--- src/rtl/tdp_pkg.sv ---
// Shared constants and types for the two-dimensional parity core.
// No dependencies; used by the front, queue, back and top modules of the block.
`timescale 1ns / 1ps
`default_nettype none

package tdp_pkg;

    localparam int MAX_COLS  = 32;
    localparam int MAX_ROWS  = 1024;
    localparam int COL_W     = 6;
    localparam int ROW_W     = 11;
    localparam int CIDX_W    = $clog2(MAX_COLS);
    localparam int CFG_IDX_W = 3;
    localparam int CFG_DAT_W = 11;
    localparam int Q_DEPTH   = 2;
    localparam int QPTR_W    = 1;
    localparam int QCNT_W    = 2;

    // Register indexes
    localparam logic [CFG_IDX_W-1:0] REG_MODE       = 3'd0;
    localparam logic [CFG_IDX_W-1:0] REG_ODD_PARITY = 3'd1;
    localparam logic [CFG_IDX_W-1:0] REG_ROW_LENGTH = 3'd2;
    localparam logic [CFG_IDX_W-1:0] REG_ROW_COUNT  = 3'd3;

    localparam logic [COL_W-1:0] COLS_RESET = 6'd8;
    localparam logic [ROW_W-1:0] ROWS_RESET = 11'd8;

    // Work descriptor handed from front to back: one per item that yields results
    typedef struct packed {
        logic                is_check;
        logic                err;
        logic                data;
        logic                has_row;
        logic                row_par;
        logic                has_blk;
        logic [MAX_COLS-1:0] col_vec;
        logic                corner;
        logic [COL_W-1:0]    ncols;
    } desc_t;

endpackage

`default_nettype wire

--- src/rtl/tdp_front.sv ---
// Front end: configuration registers, parity accumulation and classification.
// Depends on tdp_pkg; pushes descriptors into tdp_queue.
`timescale 1ns / 1ps
`default_nettype none

module tdp_front
(
    input  wire logic                           clk,
    input  wire logic                           rst_n,
    input  wire logic                           cfg_valid,
    output logic                                cfg_ready,
    input  wire logic [tdp_pkg::CFG_IDX_W-1:0]  cfg_index,
    input  wire logic [tdp_pkg::CFG_DAT_W-1:0]  cfg_data,
    input  wire logic                           in_valid,
    output logic                                in_ready,
    input  wire logic                           data_bit,
    input  wire logic                           q_full,
    output logic                                push,
    output tdp_pkg::desc_t                      push_desc
);

    logic                         mode_reg;
    logic                         odd_reg;
    logic [tdp_pkg::COL_W-1:0]    row_length_reg;
    logic [tdp_pkg::ROW_W-1:0]    row_count_reg;

    logic [tdp_pkg::MAX_COLS-1:0] col_par_reg, col_par_next;
    logic                         row_acc_reg, row_acc_next;
    logic                         tot_acc_reg, tot_acc_next;
    logic [tdp_pkg::COL_W-1:0]    col_pos_reg, col_pos_next;
    logic [tdp_pkg::ROW_W-1:0]    row_pos_reg, row_pos_next;
    logic                         mismatch_reg, mismatch_next;

    logic [tdp_pkg::COL_W-1:0]    eff_cols;
    logic [tdp_pkg::ROW_W-1:0]    eff_rows;
    logic [tdp_pkg::CIDX_W-1:0]   j_idx;
    logic [tdp_pkg::COL_W-1:0]    j_inc;
    logic [tdp_pkg::ROW_W-1:0]    r_inc;
    logic [tdp_pkg::MAX_COLS-1:0] bit_mask;
    logic                         accept;
    logic                         cfg_hit;

    assign cfg_ready = 1'b1;
    assign in_ready  = !q_full;
    assign accept    = in_valid && in_ready;

    // Write to a listed register restarts the block
    always_comb
    begin
        cfg_hit = 1'b0;
        unique case (cfg_index) inside
            tdp_pkg::REG_MODE, tdp_pkg::REG_ODD_PARITY,
            tdp_pkg::REG_ROW_LENGTH, tdp_pkg::REG_ROW_COUNT: cfg_hit = cfg_valid;
            default: cfg_hit = 1'b0;
        endcase
    end

    // Clamp the geometry into range
    always_comb
    begin
        if (row_length_reg == '0)
            eff_cols = tdp_pkg::COL_W'(1);
        else if (row_length_reg > tdp_pkg::COL_W'(tdp_pkg::MAX_COLS))
            eff_cols = tdp_pkg::COL_W'(tdp_pkg::MAX_COLS);
        else
            eff_cols = row_length_reg;

        if (row_count_reg == '0)
            eff_rows = tdp_pkg::ROW_W'(1);
        else if (row_count_reg > tdp_pkg::ROW_W'(tdp_pkg::MAX_ROWS))
            eff_rows = tdp_pkg::ROW_W'(tdp_pkg::MAX_ROWS);
        else
            eff_rows = row_count_reg;
    end

    // Positions stay in range: every register write restarts the block
    assign j_idx    = col_pos_reg[tdp_pkg::CIDX_W-1:0];
    assign j_inc    = col_pos_reg + tdp_pkg::COL_W'(1);
    assign r_inc    = row_pos_reg + tdp_pkg::ROW_W'(1);
    assign bit_mask = tdp_pkg::MAX_COLS'(data_bit) << j_idx;

    // Accumulate and classify the accepted item
    always_comb
    begin
        col_par_next  = col_par_reg;
        row_acc_next  = row_acc_reg;
        tot_acc_next  = tot_acc_reg;
        col_pos_next  = col_pos_reg;
        row_pos_next  = row_pos_reg;
        mismatch_next = mismatch_reg;
        push          = 1'b0;
        push_desc     = '0;
        push_desc.ncols = eff_cols;

        if (accept)
        begin
            if (!mode_reg)
            begin
                // generate: echo, then row parity, then column parities and corner
                push           = 1'b1;
                push_desc.data = data_bit;
                row_acc_next   = row_acc_reg ^ data_bit;
                tot_acc_next   = tot_acc_reg ^ data_bit;
                col_par_next   = col_par_reg ^ bit_mask;
                if (j_inc < eff_cols)
                begin
                    col_pos_next = j_inc;
                end
                else
                begin
                    push_desc.has_row = 1'b1;
                    push_desc.row_par = row_acc_next ^ odd_reg;
                    row_acc_next      = 1'b0;
                    col_pos_next      = '0;
                    if (r_inc < eff_rows)
                    begin
                        row_pos_next = r_inc;
                    end
                    else
                    begin
                        push_desc.has_blk = 1'b1;
                        push_desc.col_vec = col_par_next ^ {tdp_pkg::MAX_COLS{odd_reg}};
                        push_desc.corner  = tot_acc_next ^ odd_reg;
                        col_par_next      = '0;
                        tot_acc_next      = 1'b0;
                        row_pos_next      = '0;
                        mismatch_next     = 1'b0;
                    end
                end
            end
            else if (row_pos_reg < eff_rows)
            begin
                // check: data rows, each closed by its parity bit
                if (col_pos_reg < eff_cols)
                begin
                    row_acc_next = row_acc_reg ^ data_bit;
                    tot_acc_next = tot_acc_reg ^ data_bit;
                    col_par_next = col_par_reg ^ bit_mask;
                    col_pos_next = j_inc;
                end
                else
                begin
                    if (data_bit != (row_acc_reg ^ odd_reg))
                        mismatch_next = 1'b1;
                    row_acc_next = 1'b0;
                    col_pos_next = '0;
                    row_pos_next = r_inc;
                end
            end
            else if (col_pos_reg < eff_cols)
            begin
                // check: column parity row
                if (data_bit != (col_par_reg[j_idx] ^ odd_reg))
                    mismatch_next = 1'b1;
                col_pos_next = j_inc;
            end
            else
            begin
                // check: corner closes the frame
                push               = 1'b1;
                push_desc.is_check = 1'b1;
                push_desc.err      = mismatch_reg || (data_bit != (tot_acc_reg ^ odd_reg));
                col_par_next       = '0;
                row_acc_next       = 1'b0;
                tot_acc_next       = 1'b0;
                col_pos_next       = '0;
                row_pos_next       = '0;
                mismatch_next      = 1'b0;
            end
        end
    end

    // Configuration registers
    always_ff @(posedge clk or negedge rst_n)
    begin
        if (!rst_n)
        begin
            mode_reg       <= 1'b0;
            odd_reg        <= 1'b0;
            row_length_reg <= tdp_pkg::COLS_RESET;
            row_count_reg  <= tdp_pkg::ROWS_RESET;
        end
        else if (cfg_valid)
        begin
            unique case (cfg_index)
                tdp_pkg::REG_MODE:       mode_reg       <= cfg_data[0];
                tdp_pkg::REG_ODD_PARITY: odd_reg        <= cfg_data[0];
                tdp_pkg::REG_ROW_LENGTH: row_length_reg <= cfg_data[tdp_pkg::COL_W-1:0];
                tdp_pkg::REG_ROW_COUNT:  row_count_reg  <= cfg_data[tdp_pkg::ROW_W-1:0];
                default: ;
            endcase
        end
    end

    // Accumulator and position state
    always_ff @(posedge clk or negedge rst_n)
    begin
        if (!rst_n)
        begin
            col_par_reg  <= '0;
            row_acc_reg  <= 1'b0;
            tot_acc_reg  <= 1'b0;
            col_pos_reg  <= '0;
            row_pos_reg  <= '0;
            mismatch_reg <= 1'b0;
        end
        else if (cfg_hit)
        begin
            col_par_reg  <= '0;
            row_acc_reg  <= 1'b0;
            tot_acc_reg  <= 1'b0;
            col_pos_reg  <= '0;
            row_pos_reg  <= '0;
            mismatch_reg <= 1'b0;
        end
        else
        begin
            col_par_reg  <= col_par_next;
            row_acc_reg  <= row_acc_next;
            tot_acc_reg  <= tot_acc_next;
            col_pos_reg  <= col_pos_next;
            row_pos_reg  <= row_pos_next;
            mismatch_reg <= mismatch_next;
        end
    end

endmodule

`default_nettype wire

--- src/rtl/tdp_queue.sv ---
// Two-entry descriptor queue between front and back.
// Depends on tdp_pkg for the descriptor type and depth.
`timescale 1ns / 1ps
`default_nettype none

module tdp_queue
(
    input  wire logic            clk,
    input  wire logic            rst_n,
    input  wire logic            push,
    input  wire tdp_pkg::desc_t  push_desc,
    output logic                 full,
    input  wire logic            pop,
    output logic                 head_valid,
    output tdp_pkg::desc_t       head_desc
);

    tdp_pkg::desc_t                mem_reg [tdp_pkg::Q_DEPTH];
    logic [tdp_pkg::QPTR_W-1:0]    wr_ptr_reg;
    logic [tdp_pkg::QPTR_W-1:0]    rd_ptr_reg;
    logic [tdp_pkg::QCNT_W-1:0]    count_reg, count_next;
    logic                          do_push, do_pop;

    assign full       = (count_reg == tdp_pkg::QCNT_W'(tdp_pkg::Q_DEPTH));
    assign head_valid = (count_reg != '0);
    assign head_desc  = mem_reg[rd_ptr_reg];
    assign do_push    = push && !full;
    assign do_pop     = pop && head_valid;

    always_comb
    begin
        count_next = count_reg;
        if (do_push && !do_pop)
            count_next = count_reg + tdp_pkg::QCNT_W'(1);
        else if (do_pop && !do_push)
            count_next = count_reg - tdp_pkg::QCNT_W'(1);
    end

    // Storage
    always_ff @(posedge clk)
    begin
        if (do_push)
            mem_reg[wr_ptr_reg] <= push_desc;
    end

    // Pointers and fill count
    always_ff @(posedge clk or negedge rst_n)
    begin
        if (!rst_n)
        begin
            wr_ptr_reg <= '0;
            rd_ptr_reg <= '0;
            count_reg  <= '0;
        end
        else
        begin
            if (do_push)
                wr_ptr_reg <= wr_ptr_reg + tdp_pkg::QPTR_W'(1);
            if (do_pop)
                rd_ptr_reg <= rd_ptr_reg + tdp_pkg::QPTR_W'(1);
            count_reg <= count_next;
        end
    end

endmodule

`default_nettype wire

--- src/rtl/tdp_back.sv ---
// Back end: expands the head descriptor into result items, one per cycle while out_ready is high.
// Depends on tdp_pkg; reads the head of tdp_queue.
`timescale 1ns / 1ps
`default_nettype none

module tdp_back
(
    input  wire logic            clk,
    input  wire logic            rst_n,
    input  wire logic            head_valid,
    input  wire tdp_pkg::desc_t  head_desc,
    output logic                 pop,
    output logic                 out_valid,
    input  wire logic            out_ready,
    output logic                 out_bit,
    output logic                 is_parity,
    output logic                 last,
    output logic                 frame_end,
    output logic                 error_found
);

    logic [tdp_pkg::COL_W-1:0]  step_reg;
    logic [tdp_pkg::COL_W-1:0]  col_off;
    logic [tdp_pkg::COL_W-1:0]  corner_step;
    logic                       fire;

    assign out_valid   = head_valid;
    assign fire        = out_valid && out_ready;
    assign pop         = fire && last;
    assign col_off     = step_reg - tdp_pkg::COL_W'(2);
    assign corner_step = head_desc.ncols + tdp_pkg::COL_W'(2);

    // Result fields: the check-mode verdict item, else by step: echo, row parity, column parities, corner
    always_comb
    begin
        out_bit     = 1'b0;
        is_parity   = 1'b0;
        last        = 1'b0;
        frame_end   = 1'b0;
        error_found = 1'b0;
        if (head_desc.is_check)
        begin
            last        = 1'b1;
            frame_end   = 1'b1;
            error_found = head_desc.err;
        end
        else if (step_reg == '0)
        begin
            out_bit = head_desc.data;
            last    = !head_desc.has_row;
        end
        else if (step_reg == tdp_pkg::COL_W'(1))
        begin
            out_bit   = head_desc.row_par;
            is_parity = 1'b1;
            last      = !head_desc.has_blk;
        end
        else if (step_reg == corner_step)
        begin
            out_bit   = head_desc.corner;
            is_parity = 1'b1;
            last      = 1'b1;
            frame_end = 1'b1;
        end
        else
        begin
            out_bit   = head_desc.col_vec[col_off[tdp_pkg::CIDX_W-1:0]];
            is_parity = 1'b1;
        end
    end

    // Step within the current descriptor
    always_ff @(posedge clk or negedge rst_n)
    begin
        if (!rst_n)
            step_reg <= '0;
        else if (pop)
            step_reg <= '0;
        else if (fire)
            step_reg <= step_reg + tdp_pkg::COL_W'(1);
    end

endmodule

`default_nettype wire

--- src/rtl/two_dimensional_parity_core.sv ---
// Top level of the two-dimensional parity encoder / checker.
// Depends on tdp_pkg, tdp_front, tdp_queue and tdp_back.
//
// Usage:
//   Input channel (in_valid/in_ready, data_bit) takes the block one bit per
//   item in row-major order. Output channel (out_valid/out_ready) gives
//   out_bit, is_parity, last, frame_end and error_found per result item.
//   Config channel (cfg_valid/cfg_ready, cfg_index, cfg_data) is always
//   ready; indexes 0..3 are mode, odd_parity, row_length, row_count, and any
//   such write restarts the block. Write only while the block is idle.
//   With the queue empty, the first result of an item can be taken in the
//   cycle after the item is accepted. Throughput: one item per cycle while
//   each item yields one result and the receiver is ready. In generate mode
//   a row end also yields its row parity; the block end also yields a
//   column parity for each clamped row_length column, and the corner. In
//   check mode only the frame's final bit gives a result.
//   A two-entry descriptor queue parts front and back; in_ready drops only
//   when it is full, so a stalled receiver holds its result while the front
//   takes items until the queue fills. Reset: mode 0, even parity, 8 x 8.
`timescale 1ns / 1ps
`default_nettype none

module two_dimensional_parity_core
(
    input  wire logic                           clk,
    input  wire logic                           rst_n,
    input  wire logic                           cfg_valid,
    output logic                                cfg_ready,
    input  wire logic [tdp_pkg::CFG_IDX_W-1:0]  cfg_index,
    input  wire logic [tdp_pkg::CFG_DAT_W-1:0]  cfg_data,
    input  wire logic                           in_valid,
    output logic                                in_ready,
    input  wire logic                           data_bit,
    output logic                                out_valid,
    input  wire logic                           out_ready,
    output logic                                out_bit,
    output logic                                is_parity,
    output logic                                last,
    output logic                                frame_end,
    output logic                                error_found
);

    logic            q_full;
    logic            push;
    tdp_pkg::desc_t  push_desc;
    logic            pop;
    logic            head_valid;
    tdp_pkg::desc_t  head_desc;

    tdp_front u_front
    (
        .clk       (clk),
        .rst_n     (rst_n),
        .cfg_valid (cfg_valid),
        .cfg_ready (cfg_ready),
        .cfg_index (cfg_index),
        .cfg_data  (cfg_data),
        .in_valid  (in_valid),
        .in_ready  (in_ready),
        .data_bit  (data_bit),
        .q_full    (q_full),
        .push      (push),
        .push_desc (push_desc)
    );

    tdp_queue u_queue
    (
        .clk        (clk),
        .rst_n      (rst_n),
        .push       (push),
        .push_desc  (push_desc),
        .full       (q_full),
        .pop        (pop),
        .head_valid (head_valid),
        .head_desc  (head_desc)
    );

    tdp_back u_back
    (
        .clk         (clk),
        .rst_n       (rst_n),
        .head_valid  (head_valid),
        .head_desc   (head_desc),
        .pop         (pop),
        .out_valid   (out_valid),
        .out_ready   (out_ready),
        .out_bit     (out_bit),
        .is_parity   (is_parity),
        .last        (last),
        .frame_end   (frame_end),
        .error_found (error_found)
    );

endmodule

`default_nettype wire

--- config.mk ---
export PLATFORM = sky130hd
export DESIGN_NAME = two_dimensional_parity_core
export DESIGN_NICKNAME = d
export VERILOG_FILES = /design/src/rtl/tdp_pkg.sv /design/src/rtl/tdp_front.sv /design/src/rtl/tdp_queue.sv /design/src/rtl/tdp_back.sv /design/src/rtl/two_dimensional_parity_core.sv
export SDC_FILE = /design/constraint.sdc
export NUM_CORES = 1
export LEC_CHECK = 0
export BUFFER_PORTS_ARGS = -buffer_cell sky130_fd_sc_hd__buf_2
export CAP_MARGIN = 10
export CORE_ASPECT_RATIO = 0.6
export CORE_MARGIN = 2
export CORE_UTILIZATION = 63
export CTS_CLUSTER_SIZE = 16
export DETAILED_ROUTE_END_ITERATION = 6
export GPL_TIMING_DRIVEN = 0
export PLACE_DENSITY = 0.8
export SYNTH_ARGS = -nofsm -noshare
export SYNTH_HDL_FRONTEND = slang
export SYNTH_SLANG_ARGS = --single-unit
--- constraint.sdc ---
create_clock -name clk -period 6.5 [get_ports clk]
set_input_delay 0 -clock clk [delete_from_list [all_inputs] [get_ports clk]]
set_output_delay 0 -clock clk [all_outputs]
set_load 0.02 [all_outputs]
==> results_dict.tcl <==
set metrics [dict create \
    synthAdderAreaFrac_pct 4.87 \
    setup_violations 0 \
    die-area_um2 17000 \
    synth_area_um2 10000 \
    die_x_um 167 \
    syn_inst 872 \
    antenna_found_initial 0 \
    clkTransAtPathRegs_ns 0.08 \
    initial_core_util_pct 64.8 \
    dr_wl_met2_mm 10.7 \
    wl_met1_mm 11.8 \
    vias_per_cell 6.50 \
    final.fill_count 1011 \
    hold_violations 0 \
    r2r-start "u_front.row_pos_reg[0]$_DFFE_PN0P_" \
    final_core_util_pct 73.1 \
    h-tree-depth 4 \
    worstPathArrival_ns 4.95 \
    p_comb_share_pct 38.8 \
    cts_sinks 171 \
    clk_path_buf_depth 2 \
    final_nets 996 \
    synth_compound_area_share_pct 9.86 \
    remaining_drc_errors 0 \
    outcome "complete, no violations" \
    io-pin-count 28 \
    critPathMaxFanout 10 \
    cts-resized-gates 0 \
    post_cts_buffers 0 \
    hold_slack_ns 0.0355 \
    synth_mux_area_share_pct 13.6 \
    worst_slew_pin_slew_ns 1.10 \
    synth_enable_flop_cells 90 \
    yosysSeqAreaShare_pct 47.2 \
    final_cell_mix "90 x edfxtp_1, 85 x xnor2_1, 79 x dfrtp_1" \
    p_leak_nw 4.38 \
    grt_pass1_wl_mm 41.4 \
    critPathRequiredTime_ns 6.72 \
    coreArea_um2 15500 \
    avgRoutedWirePerCell_um 23.0 \
    top_layer_used "met4" \
    yosysTopAreaCell "edfxtp_1" \
    cts-root-buf "clkbuf_16" \
    overflow 0 \
    worst_skew_pair.late_latency_ns 0.44 \
    ff2ff_path_depth 14 \
    largest_register_ffs 90 \
    ir_drop_v 0.000263 \
    synthSimpleGateAreaFrac_pct 12.5 \
    criticalPathCategory "reg -> reg" \
    min_period_ns 4.73 \
    yosys-top-cells-area "edfxtp_1 27%, dfrtp_1 20%, xnor2_1 7.4%, mux2i_1 5.8%, mux4_2 5.4%" \
    final_common_cell "edfxtp_1" \
    postPlaceCellArea_um2 10500 \
    drive_above_1_share_pct 14.9 \
    diodes 0 \
    stdcell_area_um2 11300 \
    sw_frac_of_total_pct 38.1 \
    syn_avg_cell_area_um2 11.5 \
    hp-start "data_bit" \
    hold_path.class "in -> reg" \
    areaGrowthSynthToFinish_pct 12.8 \
    ys_seq_elements 171 \
    hold_depth 3 \
    power_density_nw_per_um2 370 \
    cts_buffers 17 \
    slew_headroom_pct 26.0 \
    pwr-share-seq_pct 34.9 \
    fin_crit_sh_pct 72.8 \
    clkPwrFrac_pct 26.3 \
    track_usage_pct 32.6 \
    drtIter0Drc 933 \
    grt_max_degree 66 \
    p_int_w 0.00259 \
    syn-num-nets 931 \
    fin_skew_ns 0.0174 \
    worst_slack_ns 1.77 \
    ys_async_sr_fraction_pct 47.4 \
    synth_xor_area_share_pct 8.65 \
    drtPass1Iterations 7 \
    synth_top_family_by_area "multiplexers" \
    multi_input_area_um2 4970 \
    die_h_um 102 \
    num_rows 35 \
    report.final.slew_viol_count 0 \
    ctsHoldBuffers 18 \
    dpl.hpwl_mm 18.9 \
    timing.fmax_ghz 0.211 \
    critPathLaunchType "register" \
    rsz0062_at_grt "no" \
    io_buffers 25 \
    critPathCaptureType "register" \
    drt_wl_total_mm 26.5 \
    drv_cap 0 \
    synth_cell_types 65 \
    routed-via-count 7498 \
    yosysWarnings 0 \
    final_antenna_net_count 0 \
    grt_pass1_vias 7286 \
    dr_wl_met3_mm 3.56 \
    power.switching_w 0.00159 \
    register_area_um2 4730 \
    synth_ff_type "edfxtp_1" \
    tritoncts "done" \
    dp_slack_ns 2.00 \
    routabilityCongestion 0.952 \
    r2r_end "u_queue.mem_reg[1][11]$_DFFE_PP_" \
    whs_endpoint "u_front.tot_acc_reg$_DFFE_PN0P_" \
    power_w 0.00418 \
    yosysTopAreaCellShare_pct 27.0 \
    rrSetupSlack_ns 1.77 \
]
power by group through the flow:
stage                     clock network [W]  logic (W)  registers [W]
final                               0.00110    0.00162        0.00146
after global routing                0.00115    0.00173        0.00147
after CTS                           0.00110    0.00159        0.00145
after detailed placement                  0    0.00156        0.00147
after global placement                    0    0.00151        0.00147
after floorplan                           0    0.00116        0.00144
cell type report:
cell class / count / area share (%)
clock inverters: 15 / 1.95
plain buffers: 51 / 2.26
flip-flops and latches: 171 / 41.9
multi-input cells: 630 / 44.0
well taps: 203 / 2.25
clock buffers: 17 / 3.76
inverters: 20 / 0.664
repair buffers: 46 / 3.32
how the worst max path moves through the flow:
stage,from,to,cells after the start
finish,u_front.row_pos_reg[0]$_DFFE_PN0P_,u_queue.mem_reg[1][11]$_DFFE_PP_,14
global route,u_front.row_pos_reg[0]$_DFFE_PN0P_,u_queue.mem_reg[0][27]$_DFFE_PP_,14
CTS,u_front.row_pos_reg[0]$_DFFE_PN0P_,u_queue.mem_reg[1][35]$_DFFE_PP_,14
detailed placement,u_front.row_pos_reg[0]$_DFFE_PN0P_,u_queue.mem_reg[1][27]$_DFFE_PP_,14
global placement,u_front.row_count_reg[4]$_DFFE_PN0P_,u_queue.mem_reg[0][26]$_DFFE_PP_,12
floorplan,u_front.row_count_reg[5]$_DFFE_PN0P_,u_queue.mem_reg[0][0]$_DFFE_PP_,12
cells in the mapped netlist (22+ instances only):
cell type  instances
nand2_1           74
dfrtp_1           79
o21ai_0           22
clkbuf_1          28
nor2_1            60
ha_1              39
edfxtp_1          90
nand4_1           36
mux4_2            24
nand3_1           22
a211oi_1          36
mux2i_1           58
xnor2_1           85
stage by stage:
step	std cells	TNS, ns
global route	1153	0
CTS	1153	0
floorplan	872	0
detailed placement	1103	0
finish	1153	0
global placement	1100	-13.48
critical path, stage by stage (launching register included):
cell,delay (ns)
dfrtp_1,0.54
ha_1,0.29
and3_1,0.24
and3_1,0.27
nand3_1,0.22
or2_2,0.36
xnor2_1,0.15
ha_1,0.31
nand4_1,0.24
a211oi_1,0.25
nand3_1,0.17
o211ai_1,0.49
nand2_1,0.36
clkbuf_1,0.29
nor2_1,0.33
routing by layer:
layer / global-route usage, % / vias to the layer above
li1: - / 3364
met1: 49.3 / 3638
met2: 45.2 / 453
met3: 11.7 / 43
met4: 6.70 / 0
met5: 0 / -
kinds of logic (layout without fill, tap and decap cells):
family / Yosys count / after routing
AND/OR/NAND/NOR: 254 / 254
flip-flops: 171 / 171
buffers and inverters: 71 / 149
AO/OA/AOI/OAI: 134 / 134
other: 1 / 1
XOR/XNOR: 99 / 99
adder cells (fa/ha/maj): 39 / 39
multiplexers: 103 / 103
(Power assumes the default switching activity.)
